==> src/design/mlpc_pkg.sv <==
`timescale 1ns / 1ps
// ----------------------------------------------------------------------------
// mlpc_pkg
// shared types and constants of the mapper-aware page cache tag store
// ----------------------------------------------------------------------------
package mlpc_pkg;

   typedef enum logic [1:0] {
      OP_WRITE     = 2'd0,
      OP_READ      = 2'd1,
      OP_FILL_FAIL = 2'd2,
      OP_INVAL_ALL = 2'd3
   } op_type;

   localparam logic [2:0] PROF_NONE      = 3'd0;
   localparam logic [2:0] PROF_LINEAR    = 3'd1;
   localparam logic [2:0] PROF_KONAMI    = 3'd2;
   localparam logic [2:0] PROF_SCC       = 3'd3;
   localparam logic [2:0] PROF_ASCII8    = 3'd4;
   localparam logic [2:0] PROF_ASCII16   = 3'd5;
   localparam logic [2:0] PROF_LAST      = PROF_ASCII16;

   localparam logic [13:0] PAGE_SPAN     = 14'h2000;
   localparam logic [13:0] SPLIT_SPAN    = 14'h1800;
   localparam int          TAG_W         = 39;
   localparam int          STAMP_W       = 64;

   typedef struct packed {
      logic load_item;
      logic scan_start;
      logic scan_step;
      logic commit;
   } cmd_type;

   typedef struct packed {
      logic needs_scan;
      logic scan_last;
      logic out_free;
   } status_type;

endpackage

==> src/design/mlpc_ctrl.sv <==
`timescale 1ns / 1ps
// ----------------------------------------------------------------------------
// mlpc_ctrl
// sequencer: take one beat, decode, scan the tag store if needed, commit the result
// ----------------------------------------------------------------------------
module mlpc_ctrl (
   input  logic                clock,
   input  logic                reset,
   input  logic                req_valid,
   output logic                req_ready,
   input  mlpc_pkg::status_type status,
   output mlpc_pkg::cmd_type    cmd
);
   import mlpc_pkg::*;

   typedef enum logic [4:0] {
      ST_IDLE   = 5'b00001,
      ST_DECODE = 5'b00010,
      ST_SCAN   = 5'b00100,
      ST_DRAIN  = 5'b01000,
      ST_DONE   = 5'b10000
   } state_type;

   state_type state_ff, state_in;

   always_comb begin
      state_in       = state_ff;
      cmd            = '0;
      req_ready      = 1'b0;
      unique case (state_ff)
         ST_IDLE: begin
            req_ready     = 1'b1;
            cmd.load_item = req_valid;
            if (req_valid) state_in = ST_DECODE;
         end
         ST_DECODE: begin
            if (status.needs_scan) begin
               cmd.scan_start = 1'b1;
               state_in       = ST_SCAN;
            end else begin
               state_in = ST_DONE;
            end
         end
         ST_SCAN: begin
            cmd.scan_step = 1'b1;
            if (status.scan_last) state_in = ST_DRAIN;
         end
         ST_DRAIN: begin
            // last compare lands this cycle
            state_in = ST_DONE;
         end
         ST_DONE: begin
            if (status.out_free) begin
               cmd.commit = 1'b1;
               state_in   = ST_IDLE;
            end
         end
         default: begin
            state_in = ST_IDLE;
         end
      endcase
   end

   always_ff @(posedge clock) begin
      if (reset) begin
         state_ff <= ST_IDLE;
      end else begin
         state_ff <= state_in;
      end
   end

   a_commit_needs_room: assert property (@(posedge clock) disable iff (reset)
      cmd.commit |-> status.out_free)
      else $error("commit while result register is occupied");

   a_accept_to_decode: assert property (@(posedge clock) disable iff (reset)
      (req_valid && req_ready) |=> state_ff == ST_DECODE)
      else $error("accepted beat not decoded");

   a_scan_ends: assert property (@(posedge clock) disable iff (reset)
      (cmd.scan_step && status.scan_last) |=> (state_ff == ST_DRAIN && !cmd.scan_step))
      else $error("scan ran past the last entry");

   a_one_action: assert property (@(posedge clock) disable iff (reset)
      !(cmd.commit && (cmd.scan_step || cmd.scan_start || cmd.load_item)))
      else $error("commit overlaps other work");

endmodule

==> config.mk <==
export PLATFORM = sky130hd
export DESIGN_NAME = mlpc_ctrl
export DESIGN_NICKNAME = d
export VERILOG_FILES = /design/src/design/mlpc_pkg.sv /design/src/design/mlpc_ctrl.sv
export SDC_FILE = /design/constraint.sdc
export NUM_CORES = 1
export LEC_CHECK = 0
export BUFFER_PORTS_ARGS = -buffer_cell sky130_fd_sc_hd__buf_2
export CAP_MARGIN = 20
export CORE_AREA = 4 4 41 43
export DETAILED_ROUTE_END_ITERATION = 8
export DIE_AREA = 0 0 45 47
export MAX_ROUTING_LAYER = met4
export PLACE_DENSITY_LB_ADDON = 0.1
export SYNTH_ARGS = -nofsm -noshare
export SYNTH_HDL_FRONTEND = slang
export SYNTH_SLANG_ARGS = --single-unit
==> constraint.sdc <==
create_clock -name clock -period 0.91 [get_ports clock]
set_input_delay 0.182 -clock clock [delete_from_list [all_inputs] [get_ports clock]]
set_output_delay 0.182 -clock clock [all_outputs]
set_load 0.02 [all_outputs]
Yosys cells after proc, flatten, opt, wreduce, memory -nomap -nowiden
Cells that the tools add are included.
{"block": "word_totals", "register_bits": 5, "in_bits": 6, "out_inout_bits": 5}
{"block": "op_classes", "mux": 12, "reduce_logical": 1, "eq_ne": 8}
{"op": "$pmux W5 S5", "count": 1}
{"op": "$mux W5", "count": 4}
{"op": "$mux W1", "count": 7}
{"op": "$ne A2 B2 Y1 const B", "count": 3}
{"op": "$eq A5 B1 Y1 const B", "count": 1}
{"op": "$eq A5 B2 Y1 const B", "count": 1}
{"op": "$eq A5 B3 Y1 const B", "count": 1}
{"op": "$eq A5 B4 Y1 const B", "count": 1}
{"op": "$eq A5 B5 Y1 const B", "count": 1}
{"op": "$reduce_and A3 Y1", "count": 1}

Logic depth before layout (Yosys ltp)
{"block": "depth", "ltp_word": 3, "ltp_mapped": 4, "mapped_depth_nobuf": 4}

Worst setup path before layout
No wires, ideal clock.
{"block": "synth_path", "path_type": "reg2reg", "startpoint": "reg state_ff[3]", "endpoint": "reg state_ff[0]", "n_path_buf": 0, "setup_slack_ns": -0.244, "required_ns": 0.789, "path_stages_with_launch": 5, "arrival_time_ns": 1.033, "period_less_slack_ns": 1.154, "cell_sequence": "dfxtp_1 nor2_1 and3_1 o2bb2ai_1 o21ai_1"}
{"block": "synth_via", "elab_chain_cells": 3, "word_cells_on_any_way": 10, "classes_between": "eq/ne: 8; mux: 1; reduce/logical: 1"}
{"element": "from (decl)", "line_no": "mlpc_ctrl.sv:24", "rtl": "state_type state_ff, state_in;"}
{"element": "from (signal assigned)", "line_no": "mlpc_ctrl.sv:68", "rtl": "state_ff <= state_in;"}
{"element": "$eq A5 B3 Y1, or another cell as far along", "line_no": "mlpc_ctrl.sv:30", "rtl": "unique case (state_ff)"}
{"element": "$ne A2 B2 Y1 (no line)"}
{"element": "$reduce_and A3 Y1 (no line)"}
Parallel ways exist; a longest one is shown, timed or not.
A chain may end at the register's enable or synchronous reset.

==> run summary <==
Synth Instances: 37
mean routed wirelength per cell: 12.5 um
DRC: 0
Total GRT Usage: 9.80%
vias in the first global route: 319
nets: 67
WP data arrival: 1.21 ns
max FFs per register: 5
first-pass GRT wire length: 1.32 mm
DP Cell Count: 66
Avg Inst Size Synth: 8.01 um2
Period minus WS final: 1.39 ns
maximum clock rate: 0.720 GHz
Finished Layout Cells: 75
DRT Wirelength: 940 um
IO Pins: 11
synthesis-to-finish area growth: 88.2%
CP Capture Type: primary output
Top reg by flops: state_ff
Initial DRT Pass Iterations: 4
RSZ-0062 raised after global routing: true
setup_tns: -3.06 ns
TritonCTS clock tree: built
PnR worst setup slack: -0.478 ns
Internal: 513 uW
Sw Ratio: 29.0%
Largest regs: state_ff x5
sequential share of power: 33.4%
CTS buffer count: 3
Seq/Total Area, Yosys: 33.8%
DR vias: 354
number of routed nets with antenna violations: 0
GPL Wtd Cong: 0.762
die area: 2120 um2
startpoint types: flip-flop
Final Skew: 0.00231 ns
initial antenna violation count: 0
largest net degree at the start of global routing: 7
largest fanout on the critical path: 3
LEAKAGE: 0.000261 uW
violated checks: setup timing
WHS: 0.168 ns
H-tree depth: 1
die height: 47 um
Critical path buffers and inverters: 1
power per cell area: 1290 nW/um2
Clock Pin Slew Worst Setup and Hold Paths: 0.05 ns
Final period util: 153%
Starting Density: 22.8%
worst path cell trace: nor2b_4 -> and3b_4 -> and2_4 -> buf_6
worst-margin pin slew: 0.267 ns
pre-CTS WS: -0.323 ns
Horiz. Die Dim: 45 um
worst-skew pair later-pin latency: 0.25 ns
total clock sinks: 5
final hold violations: 0
Max Slew Vio Count: 0
Rel. slew slack: 82.1%
fin util: 42.9%
HPWL after detailed placement: 683 um
clock share of power: 37.0%
core box area: 1300 um2
Reg-to-Reg Start: state_ff[3]
min-delay src: reset
share of cells above drive strength 1: 70.0%
PortBufs: 10
status: finished with violations
Yosys cell types: 21
ant diodes: 0
crit-path max cell delay: 0.36 ns
synthesized area: 297 um2
Crit path required time: 0.73 ns
Crit Path Category: flip-flop to primary output
DR iter-0 viols: 5
synthesized flop and latch total: 5
Switching Power: 210 uW
GR Overflow Total: 0
maximum vdd drop: 543 uV
Longest Clk Path Bufs: 2
setup violators final: 10
Hold Crit Class: primary input to flip-flop
Worst path slowest cell: dfxtp_4
Via density: 4.72
Root Buffer Master: clkbuf_4
family with the most delay on the worst path: simple AND/OR/NAND/NOR gates
Critical Path Source: state_ff[0]
hold_buf cts: 0
Site Rows: 13
Ys Warns: 0
Gate power share: 29.6%
Max Cap Viol: 0
Post-Syn Nets: 43
cells in the mapped netlist:
master     count  area share (%)
nor2_1         7             8.9
dfxtp_1        5              34
inv_1          4             5.1
a21oi_1        3             5.1
and3_1         2             4.2
a21oi_2        1             3.0
and2_4         1             3.0
and2b_2        1             3.0
and3b_4        1             4.2
and4_1         1             3.0
nand2_1        1             1.3
nand3_1        1             1.7
nor2b_2        1             3.0
nor2b_4        1             4.6
nor3b_1        1             2.5
nor4_1         1             2.1
o21a_1         1             2.5
o21ai_0        1             1.7
o21ai_1        1             1.7
o2bb2ai_1      1             3.0
xor2_1         1             3.0
kinds of logic (layout without fill, tap and decap cells):
| logic type | count (synthesis) | after routing | synth area share [%] |
|---|---|---|---|
| AND/OR/NAND/NOR | 19 | 19 | 41.4 |
| buffers and inverters | 4 | 27 | 5.06 |
| flip-flops | 5 | 5 | 33.8 |
| AO/OA/AOI/OAI | 8 | 8 | 16.9 |
| XOR/XNOR | 1 | 1 | 2.95 |
through the flow:
step | power [uW] | cell area (um2)
finish | 722 | 558
global route | 746 | 558
CTS | 715 | 510
global placement | 391 | 415
detailed placement | 393 | 415
floorplan | 345 | 317
worst paths after layout:
kind                 endpoint  slack [ns]  cells after the start
setup / recovery       cmd[3]       -0.48                      4
hold / removal    state_ff[1]        0.17                      2
setup reg to reg  state_ff[4]       -0.23                      5
hold reg to reg   state_ff[0]        0.66                      4
power by group through the flow:
stage          sequential, uW  clock (uW)  combinational [uW]
6_report                  241         267                 214
5_1_grt                   243         275                 228
4_1_cts                   242         267                 206
3_5_place_dp              249           0                 145
3_3_place_gp              249           0                 142
2_1_floorplan             245           0                99.8
layout make-up:
type / count / area [um2]
clock buffer: 4 / 26.3
sequential: 5 / 116
multi-input combinational: 28 / 239
tap: 15 / 18.8
fill: 139 / 743
inverter: 4 / 15.0
timing repair buffer: 19 / 143
repair_timing:
action	CTS	global route
gates resized for setup	13	10
setup endpoints to repair	10	10
buffers inserted	3	2
pin swaps	0	1
endpoints found under the hold margin	0	0
per-layer routing:
layer  up-vias  global-route usage (%)  part of all wire [%]
met5         -                       -                     0
met4         0                    8.77                   3.4
met3         4                    3.83                   5.3
met2        11                    14.7                    50
met1       167                    9.79                    41
li1        172                       -                     -
cells in the final DEF (no fill, tap or decap), drive strengths merged:
cell	n
nor4	1
and3b	1
clkbuf	4
and2	1
inv	4
o2bb2ai	1
and2b	1
and4	1
nand3	1
xor2	1
o21a	1
nor2b	2
a21oi	4
nor2	7
o21ai	2
dfxtp	5
nor3b	1
buf	19
nand2	1
and3	2
(Power assumes the default switching activity.)
